File: config.mk
export PLATFORM = sky130hd
export DESIGN_NAME = maze_wall_map_store
export DESIGN_NICKNAME = d
export VERILOG_FILES = /design/src/rtl/mwms_pkg.sv /design/src/rtl/mwms_ram.sv /design/src/rtl/mwms_bank.sv /design/src/rtl/mwms_update.sv /design/src/rtl/mwms_out_q.sv /design/src/rtl/maze_wall_map_store.sv
export VERILOG_INCLUDE_DIRS = /design/src /design/src/rtl
export SDC_FILE = /design/constraint.sdc
export NUM_CORES = 2
export LEC_CHECK = 0
export BUFFER_PORTS_ARGS = -buffer_cell sky130_fd_sc_hd__buf_2
export CAP_MARGIN = 0
export CORE_UTILIZATION = 50
export CTS_BUF_LIST = sky130_fd_sc_hd__clkbuf_8 sky130_fd_sc_hd__clkbuf_16
export DETAILED_ROUTE_END_ITERATION = 8
export GPL_TIMING_DRIVEN = 0
export PLACE_DENSITY = 0.76
export SETUP_SLACK_MARGIN = 0.05
export SLEW_MARGIN = 20
export SYNTH_ARGS = -nofsm -noshare
export SYNTH_HDL_FRONTEND = slang
export SYNTH_SLANG_ARGS = --single-unit
File: constraint.sdc
create_clock -name clk -period 13.92 [get_ports clk]
set_input_delay 2.088 -clock clk [delete_from_list [all_inputs] [get_ports clk]]
set_output_delay 2.088 -clock clk [all_outputs]
set_load 0.05 [all_outputs]
File: src/rtl/maze_wall_map_store_defines.svh
// ----------------------------------------------------------------------------
// maze wall map store assertion macros
// clocked on clk, held off while rst_n is low
// ----------------------------------------------------------------------------
`ifndef MAZE_WALL_MAP_STORE_DEFINES_SVH
`define MAZE_WALL_MAP_STORE_DEFINES_SVH

// same-cycle implication
`define MWMS_ASSERT_NOW(label, ante, cons, msg) \
    label: assert property (@(posedge clk) disable iff (!rst_n) (ante) |-> (cons)) \
        else $error(msg);

// next-cycle implication
`define MWMS_ASSERT_NEXT(label, ante, cons, msg) \
    label: assert property (@(posedge clk) disable iff (!rst_n) (ante) |=> (cons)) \
        else $error(msg);

`endif

File: src/rtl/mwms_pkg.sv
// ----------------------------------------------------------------------------
// mwms_pkg
// shared constants, types and helpers of the maze wall map store
// ----------------------------------------------------------------------------
package mwms_pkg;

    localparam int MAZE_SIDE  = 16;
    localparam int COORD_W    = 4;
    localparam int BANK_DEPTH = MAZE_SIDE / 2 + 1;
    localparam int BANK_AW    = $clog2(BANK_DEPTH);
    localparam int WORD_W     = 2 * MAZE_SIDE;
    localparam int NUM_BANKS  = 4;
    localparam int Q_DEPTH    = 4;
    localparam int QAW        = $clog2(Q_DEPTH);
    localparam int QCW        = $clog2(Q_DEPTH + 1);

    // bank indexes: rows split by parity
    localparam int BK_HE = 0;
    localparam int BK_HO = 1;
    localparam int BK_VE = 2;
    localparam int BK_VO = 3;

    localparam logic [1:0] ACT_ADD_REL  = 2'd0;
    localparam logic [1:0] ACT_ADD_ABS  = 2'd1;
    localparam logic [1:0] ACT_QRY_WALL = 2'd2;
    localparam logic [1:0] ACT_QRY_EXPL = 2'd3;

    localparam logic [1:0] DIR_N = 2'd0;
    localparam logic [1:0] DIR_W = 2'd1;
    localparam logic [1:0] DIR_S = 2'd2;
    localparam logic [1:0] DIR_E = 2'd3;

    typedef logic [MAZE_SIDE-1:0] row_t;
    typedef logic [COORD_W:0]     rowidx_t;

    typedef struct packed {
        logic [1:0]         action;
        logic [COORD_W-1:0] cell_x;
        logic [COORD_W-1:0] cell_y;
        logic [2:0]         heading;
        logic               seen_left;
        logic               seen_right;
        logic               seen_front;
        logic               wall_north;
        logic               wall_west;
        logic               wall_south;
        logic               wall_east;
    } item_t;

    typedef struct packed {
        logic               en;
        logic [BANK_AW-1:0] addr;
        logic [WORD_W-1:0]  data;
    } wr_t;

    typedef struct packed {
        logic wall_present;
        logic cell_explored;
    } res_t;

    // of rows c and c+1, the one with the given parity
    function automatic rowidx_t bank_row(input logic [COORD_W-1:0] c, input logic odd);
        rowidx_t r;
        r = {1'b0, c};
        if (c[0] != odd)
        begin
            r = r + rowidx_t'(1);
        end
        return r;
    endfunction

    function automatic logic [BANK_AW-1:0] bank_addr(input logic [COORD_W-1:0] c,
                                                     input logic odd);
        rowidx_t r;
        r = bank_row(c, odd);
        return BANK_AW'(r >> 1);
    endfunction

    // word = {walls, known}
    function automatic logic [WORD_W-1:0] reset_word(input logic vert, input rowidx_t row);
        row_t r;
        r = '0;
        if (row == '0 || int'(row) == MAZE_SIDE)
        begin
            r = '1;
        end
        else if (vert && row == rowidx_t'(1))
        begin
            r = row_t'(1);
        end
        return {r, r};
    endfunction

endpackage

File: src/rtl/mwms_ram.sv
// ----------------------------------------------------------------------------
// mwms_ram
// simple dual port ram, one write and one registered read port
// ----------------------------------------------------------------------------
module mwms_ram #(
    parameter int DEPTH = 9,
    parameter int WIDTH = 32
) (
    input  logic                     clk,
    input  logic                     wr_en,
    input  logic [$clog2(DEPTH)-1:0] wr_addr,
    input  logic [WIDTH-1:0]         wr_data,
    input  logic                     rd_en,
    input  logic [$clog2(DEPTH)-1:0] rd_addr,
    output logic [WIDTH-1:0]         rd_data
);

    logic [WIDTH-1:0] mem_reg [DEPTH];
    logic [WIDTH-1:0] rd_data_reg;

    always_ff @(posedge clk)
    begin
        if (wr_en)
        begin
            mem_reg[wr_addr] <= wr_data;
        end
        if (rd_en)
        begin
            rd_data_reg <= mem_reg[rd_addr];
        end
    end

    assign rd_data = rd_data_reg;

endmodule

File: src/rtl/mwms_bank.sv
// ----------------------------------------------------------------------------
// mwms_bank
// one parity bank of wall rows: ram, written flags and write forwarding
// ----------------------------------------------------------------------------
`include "maze_wall_map_store_defines.svh"

module mwms_bank (
    input  logic                         clk,
    input  logic                         rst_n,
    input  logic                         rd_en,
    input  logic [mwms_pkg::BANK_AW-1:0] rd_addr,
    input  mwms_pkg::wr_t                wr,
    input  logic [mwms_pkg::WORD_W-1:0]  dflt,
    output logic [mwms_pkg::WORD_W-1:0]  rd_data
);
    import mwms_pkg::*;

    logic [BANK_DEPTH-1:0] valid_reg;
    logic [BANK_DEPTH-1:0] valid_next;
    wr_t                   last_wr_reg;
    logic [BANK_AW-1:0]    rd_addr_reg;
    logic                  rd_valid_reg;
    logic [WORD_W-1:0]     ram_q;

    mwms_ram #(
        .DEPTH (BANK_DEPTH),
        .WIDTH (WORD_W)
    ) u_ram (
        .clk     (clk),
        .wr_en   (wr.en),
        .wr_addr (wr.addr),
        .wr_data (wr.data),
        .rd_en   (rd_en),
        .rd_addr (rd_addr),
        .rd_data (ram_q)
    );

    always_comb
    begin
        valid_next = valid_reg;
        if (wr.en)
        begin
            valid_next = valid_reg | (BANK_DEPTH'(1) << wr.addr);
        end
    end

    always_ff @(posedge clk or negedge rst_n)
    begin
        if (!rst_n)
        begin
            valid_reg   <= '0;
            last_wr_reg <= '0;
        end
        else
        begin
            valid_reg   <= valid_next;
            last_wr_reg <= wr;
        end
    end

    always_ff @(posedge clk)
    begin
        if (rd_en)
        begin
            rd_addr_reg  <= rd_addr;
            rd_valid_reg <= valid_reg[rd_addr];
        end
    end

    // write in the read cycle wins, unwritten rows read as their reset value
    always_comb
    begin
        if (last_wr_reg.en && last_wr_reg.addr == rd_addr_reg)
        begin
            rd_data = last_wr_reg.data;
        end
        else if (rd_valid_reg)
        begin
            rd_data = ram_q;
        end
        else
        begin
            rd_data = dflt;
        end
    end

    `MWMS_ASSERT_NEXT(a_bank_fwd, wr.en && rd_en && rd_addr == wr.addr,
                      rd_data == $past(wr.data), "bank read missed same-edge write")

endmodule

File: src/rtl/mwms_update.sv
// ----------------------------------------------------------------------------
// mwms_update
// read-modify-write step: sets wall and known bits, answers queries
// ----------------------------------------------------------------------------
module mwms_update (
    input  logic                        s1_valid,
    input  mwms_pkg::item_t             item,
    input  logic [mwms_pkg::WORD_W-1:0] rd_word [mwms_pkg::NUM_BANKS],
    output logic [mwms_pkg::WORD_W-1:0] dflt [mwms_pkg::NUM_BANKS],
    output mwms_pkg::wr_t               wr [mwms_pkg::NUM_BANKS],
    output mwms_pkg::res_t              res
);
    import mwms_pkg::*;

    function automatic logic [WORD_W-1:0] put_bit(input logic [WORD_W-1:0] w,
                                                  input logic [COORD_W-1:0] pos,
                                                  input logic v);
        row_t m;
        row_t walls;
        row_t known;
        m     = row_t'(1) << pos;
        known = w[MAZE_SIDE-1:0] | m;
        walls = v ? (w[WORD_W-1:MAZE_SIDE] | m) : (w[WORD_W-1:MAZE_SIDE] & ~m);
        return {walls, known};
    endfunction

    function automatic logic bit_at(input row_t r, input logic [COORD_W-1:0] pos);
        row_t s;
        s = r >> pos;
        return s[0];
    endfunction

    logic              in_maze;
    logic              rel_ok;
    logic              abs_ok;
    logic [1:0]        hd;
    logic [3:0]        dir_en;
    logic [3:0]        dir_val;
    logic [3:0]        abs_val;
    logic [WORD_W-1:0] h_lo;
    logic [WORD_W-1:0] h_hi;
    logic [WORD_W-1:0] v_lo;
    logic [WORD_W-1:0] v_hi;
    logic [WORD_W-1:0] h_lo_new;
    logic [WORD_W-1:0] h_hi_new;
    logic [WORD_W-1:0] v_lo_new;
    logic [WORD_W-1:0] v_hi_new;
    logic              q_bit;
    logic              all_known;

    always_comb
    begin
        in_maze = (int'(item.cell_x) < MAZE_SIDE) && (int'(item.cell_y) < MAZE_SIDE);
        hd      = item.heading[1:0];
        rel_ok  = s1_valid && in_maze && item.action == ACT_ADD_REL && !item.heading[2];
        abs_ok  = s1_valid && in_maze && item.action == ACT_ADD_ABS;

        abs_val[DIR_N] = item.wall_north;
        abs_val[DIR_W] = item.wall_west;
        abs_val[DIR_S] = item.wall_south;
        abs_val[DIR_E] = item.wall_east;

        // front = heading, left = heading + 1, right = heading + 3
        for (int d = 0; d < 4; d++)
        begin
            dir_en[d] = abs_ok || (rel_ok && 2'(d) != hd + 2'd2);
            if (abs_ok)
            begin
                dir_val[d] = abs_val[d];
            end
            else if (2'(d) == hd)
            begin
                dir_val[d] = item.seen_front;
            end
            else if (2'(d) == hd + 2'd1)
            begin
                dir_val[d] = item.seen_left;
            end
            else
            begin
                dir_val[d] = item.seen_right;
            end
        end

        h_lo = item.cell_y[0] ? rd_word[BK_HO] : rd_word[BK_HE];
        h_hi = item.cell_y[0] ? rd_word[BK_HE] : rd_word[BK_HO];
        v_lo = item.cell_x[0] ? rd_word[BK_VO] : rd_word[BK_VE];
        v_hi = item.cell_x[0] ? rd_word[BK_VE] : rd_word[BK_VO];

        h_lo_new = dir_en[DIR_S] ? put_bit(h_lo, item.cell_x, dir_val[DIR_S]) : h_lo;
        h_hi_new = dir_en[DIR_N] ? put_bit(h_hi, item.cell_x, dir_val[DIR_N]) : h_hi;
        v_lo_new = dir_en[DIR_W] ? put_bit(v_lo, item.cell_y, dir_val[DIR_W]) : v_lo;
        v_hi_new = dir_en[DIR_E] ? put_bit(v_hi, item.cell_y, dir_val[DIR_E]) : v_hi;

        wr[BK_HE].en   = rel_ok || abs_ok;
        wr[BK_HE].addr = bank_addr(item.cell_y, 1'b0);
        wr[BK_HE].data = item.cell_y[0] ? h_hi_new : h_lo_new;
        wr[BK_HO].en   = rel_ok || abs_ok;
        wr[BK_HO].addr = bank_addr(item.cell_y, 1'b1);
        wr[BK_HO].data = item.cell_y[0] ? h_lo_new : h_hi_new;
        wr[BK_VE].en   = rel_ok || abs_ok;
        wr[BK_VE].addr = bank_addr(item.cell_x, 1'b0);
        wr[BK_VE].data = item.cell_x[0] ? v_hi_new : v_lo_new;
        wr[BK_VO].en   = rel_ok || abs_ok;
        wr[BK_VO].addr = bank_addr(item.cell_x, 1'b1);
        wr[BK_VO].data = item.cell_x[0] ? v_lo_new : v_hi_new;

        dflt[BK_HE] = reset_word(1'b0, bank_row(item.cell_y, 1'b0));
        dflt[BK_HO] = reset_word(1'b0, bank_row(item.cell_y, 1'b1));
        dflt[BK_VE] = reset_word(1'b1, bank_row(item.cell_x, 1'b0));
        dflt[BK_VO] = reset_word(1'b1, bank_row(item.cell_x, 1'b1));

        unique case (hd)
            DIR_N:   q_bit = bit_at(h_hi[WORD_W-1:MAZE_SIDE], item.cell_x);
            DIR_W:   q_bit = bit_at(v_lo[WORD_W-1:MAZE_SIDE], item.cell_y);
            DIR_S:   q_bit = bit_at(h_lo[WORD_W-1:MAZE_SIDE], item.cell_x);
            DIR_E:   q_bit = bit_at(v_hi[WORD_W-1:MAZE_SIDE], item.cell_y);
            default: q_bit = 1'b0;
        endcase

        all_known = bit_at(h_hi[MAZE_SIDE-1:0], item.cell_x)
                 && bit_at(h_lo[MAZE_SIDE-1:0], item.cell_x)
                 && bit_at(v_lo[MAZE_SIDE-1:0], item.cell_y)
                 && bit_at(v_hi[MAZE_SIDE-1:0], item.cell_y);

        res.wall_present  = in_maze && item.action == ACT_QRY_WALL && q_bit;
        res.cell_explored = in_maze && item.action == ACT_QRY_EXPL && all_known;
    end

endmodule

File: src/rtl/mwms_out_q.sv
// ----------------------------------------------------------------------------
// mwms_out_q
// small result queue between the write-back step and the output channel
// ----------------------------------------------------------------------------
`include "maze_wall_map_store_defines.svh"

module mwms_out_q (
    input  logic                     clk,
    input  logic                     rst_n,
    input  logic                     push,
    input  mwms_pkg::res_t           push_res,
    output logic                     out_valid,
    input  logic                     out_stall,
    output mwms_pkg::res_t           head,
    output logic [mwms_pkg::QCW-1:0] count
);
    import mwms_pkg::*;

    res_t           q_reg [Q_DEPTH];
    logic [QAW-1:0] wr_ptr_reg;
    logic [QAW-1:0] rd_ptr_reg;
    logic [QCW-1:0] count_reg;
    logic [QCW-1:0] count_next;
    logic           pop;

    assign out_valid  = count_reg != '0;
    assign pop        = out_valid && !out_stall;
    assign count_next = count_reg + QCW'(push) - QCW'(pop);
    assign head       = q_reg[rd_ptr_reg];
    assign count      = count_reg;

    always_ff @(posedge clk or negedge rst_n)
    begin
        if (!rst_n)
        begin
            wr_ptr_reg <= '0;
            rd_ptr_reg <= '0;
            count_reg  <= '0;
        end
        else
        begin
            if (push)
            begin
                wr_ptr_reg <= wr_ptr_reg + QAW'(1);
            end
            if (pop)
            begin
                rd_ptr_reg <= rd_ptr_reg + QAW'(1);
            end
            count_reg <= count_next;
        end
    end

    always_ff @(posedge clk)
    begin
        if (push)
        begin
            q_reg[wr_ptr_reg] <= push_res;
        end
    end

    `MWMS_ASSERT_NOW(a_q_no_overflow, push && int'(count_reg) == Q_DEPTH, pop,
                     "result queue overflow")
    `MWMS_ASSERT_NOW(a_q_ptr_count, 1'b1,
                     QAW'(wr_ptr_reg - rd_ptr_reg) == count_reg[QAW-1:0],
                     "result queue pointers disagree with count")

endmodule

File: src/rtl/maze_wall_map_store.sv
// ----------------------------------------------------------------------------
// maze_wall_map_store
// wall and known-wall map of a 16x16 maze, updated and queried per item
//
// channel  handshake             payload
// in       in_valid / in_stall   action cell_x cell_y heading seen_* wall_*
// out      out_valid / out_stall wall_present cell_explored
//
// an item reads its rows from four parity banks in the accept cycle and
// writes them back in the following cycle, pushing its result to the queue
// one item per cycle sustained while in_stall is low; the write-back bank port
// forwards to a read of the same row on the next item
// in_stall rises when the result queue plus the item in flight fill 4 slots
// no clearing pass after reset: per-row written flags supply reset rows
// ----------------------------------------------------------------------------
`include "maze_wall_map_store_defines.svh"

module maze_wall_map_store (
    input  logic                         clk,
    input  logic                         rst_n,
    input  logic                         in_valid,
    output logic                         in_stall,
    input  logic [1:0]                   action,
    input  logic [mwms_pkg::COORD_W-1:0] cell_x,
    input  logic [mwms_pkg::COORD_W-1:0] cell_y,
    input  logic [2:0]                   heading,
    input  logic                         seen_left,
    input  logic                         seen_right,
    input  logic                         seen_front,
    input  logic                         wall_north,
    input  logic                         wall_west,
    input  logic                         wall_south,
    input  logic                         wall_east,
    output logic                         out_valid,
    input  logic                         out_stall,
    output logic                         wall_present,
    output logic                         cell_explored
);
    import mwms_pkg::*;

    item_t              item_in;
    item_t              s1_item_reg;
    logic               s1_valid_reg;
    logic               accept;
    logic [BANK_AW-1:0] rd_addr [NUM_BANKS];
    logic [WORD_W-1:0]  rd_word [NUM_BANKS];
    logic [WORD_W-1:0]  dflt [NUM_BANKS];
    wr_t                wr [NUM_BANKS];
    res_t               res;
    res_t               head;
    logic [QCW-1:0]     q_count;
    logic [QCW-1:0]     occ;

    assign item_in = '{
        action:     action,
        cell_x:     cell_x,
        cell_y:     cell_y,
        heading:    heading,
        seen_left:  seen_left,
        seen_right: seen_right,
        seen_front: seen_front,
        wall_north: wall_north,
        wall_west:  wall_west,
        wall_south: wall_south,
        wall_east:  wall_east
    };

    assign occ      = q_count + QCW'(s1_valid_reg);
    assign in_stall = int'(occ) >= Q_DEPTH;
    assign accept   = in_valid && !in_stall;

    always_comb
    begin
        rd_addr[BK_HE] = bank_addr(cell_y, 1'b0);
        rd_addr[BK_HO] = bank_addr(cell_y, 1'b1);
        rd_addr[BK_VE] = bank_addr(cell_x, 1'b0);
        rd_addr[BK_VO] = bank_addr(cell_x, 1'b1);
    end

    always_ff @(posedge clk or negedge rst_n)
    begin
        if (!rst_n)
        begin
            s1_valid_reg <= 1'b0;
        end
        else
        begin
            s1_valid_reg <= accept;
        end
    end

    always_ff @(posedge clk)
    begin
        if (accept)
        begin
            s1_item_reg <= item_in;
        end
    end

    for (genvar b = 0; b < NUM_BANKS; b++)
    begin : g_bank
        mwms_bank u_bank (
            .clk     (clk),
            .rst_n   (rst_n),
            .rd_en   (accept),
            .rd_addr (rd_addr[b]),
            .wr      (wr[b]),
            .dflt    (dflt[b]),
            .rd_data (rd_word[b])
        );
    end

    mwms_update u_update (
        .s1_valid (s1_valid_reg),
        .item     (s1_item_reg),
        .rd_word  (rd_word),
        .dflt     (dflt),
        .wr       (wr),
        .res      (res)
    );

    mwms_out_q u_out_q (
        .clk       (clk),
        .rst_n     (rst_n),
        .push      (s1_valid_reg),
        .push_res  (res),
        .out_valid (out_valid),
        .out_stall (out_stall),
        .head      (head),
        .count     (q_count)
    );

    assign wall_present  = head.wall_present;
    assign cell_explored = head.cell_explored;

    `MWMS_ASSERT_NOW(a_top_occ, 1'b1, int'(occ) <= Q_DEPTH,
                     "more items in flight than result slots")
    `MWMS_ASSERT_NOW(a_top_query_no_write,
                     s1_valid_reg && (s1_item_reg.action == ACT_QRY_WALL ||
                                      s1_item_reg.action == ACT_QRY_EXPL),
                     !(wr[BK_HE].en || wr[BK_HO].en || wr[BK_VE].en || wr[BK_VO].en),
                     "query item wrote the wall map")

endmodule
==> out/results.ini <==
[critical_path]
cp.arrival_ns = 7.09
r2r_start = s1_item_reg[14]$_DFFE_PP_
worst_r2r_path_depth = 14
reg2reg_to = u_out_q.q_reg[3][1]$_DFFE_PP_
startpoint_type = register
cp-end-kind = register
crit_start = s1_item_reg[14]$_DFFE_PP_
endpoint = u_out_q.q_reg[3][1]$_DFFE_PP_
reg2reg_slack_ns = 7.32
cp_max_fo = 12
critPathRequiredTime_ns = 14.41
crit_type = reg2reg

[final_layout]
n_fill_cell = 9003
diodes = 0
drive_gt1_share_pct = 18.1
instances_no_fill = 5838
postLayoutCellArea_sq_mm = 0.0705
nets = 4138
multi_input_area_sq_mm = 0.0164
largest_reg_flops = 1152
regArea_sq_mm = 0.0446
syn2layout_area_growth_pct = 14.4

[clock_tree]
cts_resized = 0
post_cts_buffers = 0
clk-insertion-delay-late_ns = 0.80
tritoncts = yes
cts_buffer_depth = 3
cts_made_buffers = 148
cts.sinks = 1515
clk_pin_slew_ns = 0.06
cts-root-buf = clkbuf_16
h-tree-depth = 4
cts_hold_buffers = 0

[worst_hold_path]
hold_path.class = reg2reg

[drt]
drt_iter0_drc = 3625
ant_nets = 0
via_per_inst = 6.22
routedWlPerCell_um = 28.4
drc = 0
dr.pass1.iters = 8
route.vias.total = 36300
drt_wl_total_mm = 166

[synthesis]
yosysTopAreaCell = edfxtp_1
synth_area_per_cell_sq_um = 16.5
synth_top_area_share_pct = 64.7
ys_seq_elements = 1515
synth_cell_type_count = 76
seq_area_frac_synth_pct = 72.3
synth_cells = 3736
netlist_area_sq_mm = 0.0616
async_flop_share_pct = 12.3
synth-edff-count = 1328
synth_flop_cell = edfxtp_1
synth_commonest_cells = edfxtp_1, nand2_1, mux4_2
synth_area_leaders = edfxtp_1, mux4_2, dfrtp_1
yosysMostFrequentCell = edfxtp_1
synth_warnings = 0

[global_routing]
antenna_found_initial = 3
grt_pass1_wl_mm = 244
grt_pass1_vias = 36700
grt-ovfl-total = 0
grt_max_degree = 89
grt_usage_pct = 26.8

[placed_design]
dp_hpwl_mm = 113
place_congestion = 0.950
dpl_cell_area_sq_mm = 0.0656
dp_cells = 5562
port_buffers = 27

[sta]
tightest_slew_ns = 1.10
slew_headroom_pct = 26.0
drv_slew = 0
hold_viol = 0
fmax_mhz = 151
worst_clock_skew_ns = 0.0331
finalSetupViolCount = 0
tns_ns = 0
rsz0062_at_grt = false
post-route-period-util_pct = 47.4
period_minus_slack_ns = 6.60

[pwr]
p_total_w = 0.0128
peakVddDrop_v = 0.000148
p_per_area_mw_per_mm2 = 181
leakage_nw = 24.8

[floorplan]
core-area_sq_mm = 0.122
die_w_um = 353
die_h_um = 353
dieArea_sq_mm = 0.125
initial_core_util_pct = 50.5
rows = 128
num_io_pins = 28

[outcome]
status = complete, no violations

[job]
drv_cap = 0

==> critical path: stages, from the launching register on <==
cell,delay (ns)
edfxtp_1,0.43
clkbuf_1,0.24
inv_1,0.16
buf_2,0.48
clkbuf_1,0.71
clkbuf_1,0.81
ha_1,0.46
a2111oi_0,0.53
o22a_1,0.35
buf_2,0.30
a21boi_1,0.25
o221ai_1,0.24
a211oi_1,0.44
o221ai_1,0.25
a32oi_1,0.60
==> cells by family after synthesis <==
logic type	count (synthesis)	synth area share [%]
DFF	1515	72.3
and+or+nand+nor	858	6.26
AOI/OAI and AO/OA	591	6.08
muxes	435	12.7
buffers and inverters	285	1.82
adders and majority gates	26	0.528
xor gates and xnor gates	25	0.355
other	1	0.00608
==> stage by stage <==
| step | hold slack, ns | utilization (%) | worst slack [ns] |
|---|---|---|---|
| after floorplan | 0.430 | - | 7.45 |
| after global placement | 0.443 | 52.5 | 3.66 |
| after detailed placement | 0.447 | 53.7 | 7.51 |
| after CTS | 0.462 | 57.7 | 7.48 |
| after global routing | 0.476 | 57.8 | 7.15 |
| final | 0.458 | 57.8 | 7.32 |
==> report_power, final <==
group	total (W)	internal, W	switching, W	leakage (nW)
sequential	0.00616	0.00594	0.000214	14.6
clock	0.00403	0.00232	0.00171	2.53
combinational	0.00257	0.000723	0.00185	7.66
total	0.0128	0.00899	0.00377	24.8
==> final cells by class <==
type / count / share of cell area [%]
tap: 1625 / 2.88
multi-input combinational: 1999 / 23.3
clock buffer: 165 / 5.67
timing repair buffer: 139 / 2.02
buffer: 226 / 1.29
sequential: 1515 / 63.2
clock inverter: 110 / 1.30
inverter: 59 / 0.314
==> placed cells by master (no fill, tap or decap), drive strengths merged, types with 14 or more instances in the layout <==
cell	count
o21bai	16
a21o	15
mux2i	140
mux4	273
nand3	72
and3	28
nor4	16
and2	42
nor2	175
or2	39
xnor2	16
buf	196
nand2	387
inv	96
nand2b	36
mux2	22
a21oi	95
a31oi	99
o21ai	198
bufinv	14
conb	64
nand4	16
o211ai	30
dfrtp	187
a211oi	14
clkinv	54
clkbuf	334
ha	26
edfxtp	1328
nor3	21
==> worst min path at each step <==
stage	end	depth (start not counted)	slack [ns]	startpoint
CTS	g_bank[1].u_bank.valid_reg[0]$_DFFE_PN0P_	1	0.46	g_bank[1].u_bank.valid_reg[0]$_DFFE_PN0P_
floorplan	g_bank[0].u_bank.valid_reg[0]$_DFFE_PN0P_	1	0.43	g_bank[0].u_bank.valid_reg[0]$_DFFE_PN0P_
detailed placement	g_bank[1].u_bank.valid_reg[0]$_DFFE_PN0P_	1	0.45	g_bank[1].u_bank.valid_reg[0]$_DFFE_PN0P_
global route	g_bank[0].u_bank.valid_reg[0]$_DFFE_PN0P_	1	0.48	g_bank[0].u_bank.valid_reg[0]$_DFFE_PN0P_
global placement	g_bank[0].u_bank.valid_reg[0]$_DFFE_PN0P_	1	0.44	g_bank[0].u_bank.valid_reg[0]$_DFFE_PN0P_
finish	g_bank[0].u_bank.valid_reg[0]$_DFFE_PN0P_	1	0.46	g_bank[0].u_bank.valid_reg[0]$_DFFE_PN0P_
==> routing by layer <==
layer / share of wire [%] / up-vias / global-route usage [%]
met5: 0.014 / - / 0
met4: 2.9 / 4 / 9.28
met3: 8.1 / 296 / 4.87
met2: 49 / 1823 / 43.4
met1: 40 / 18900 / 36.9
li1: - / 15300 / -
No activity file was read; power rests on OpenSTA's default activity.
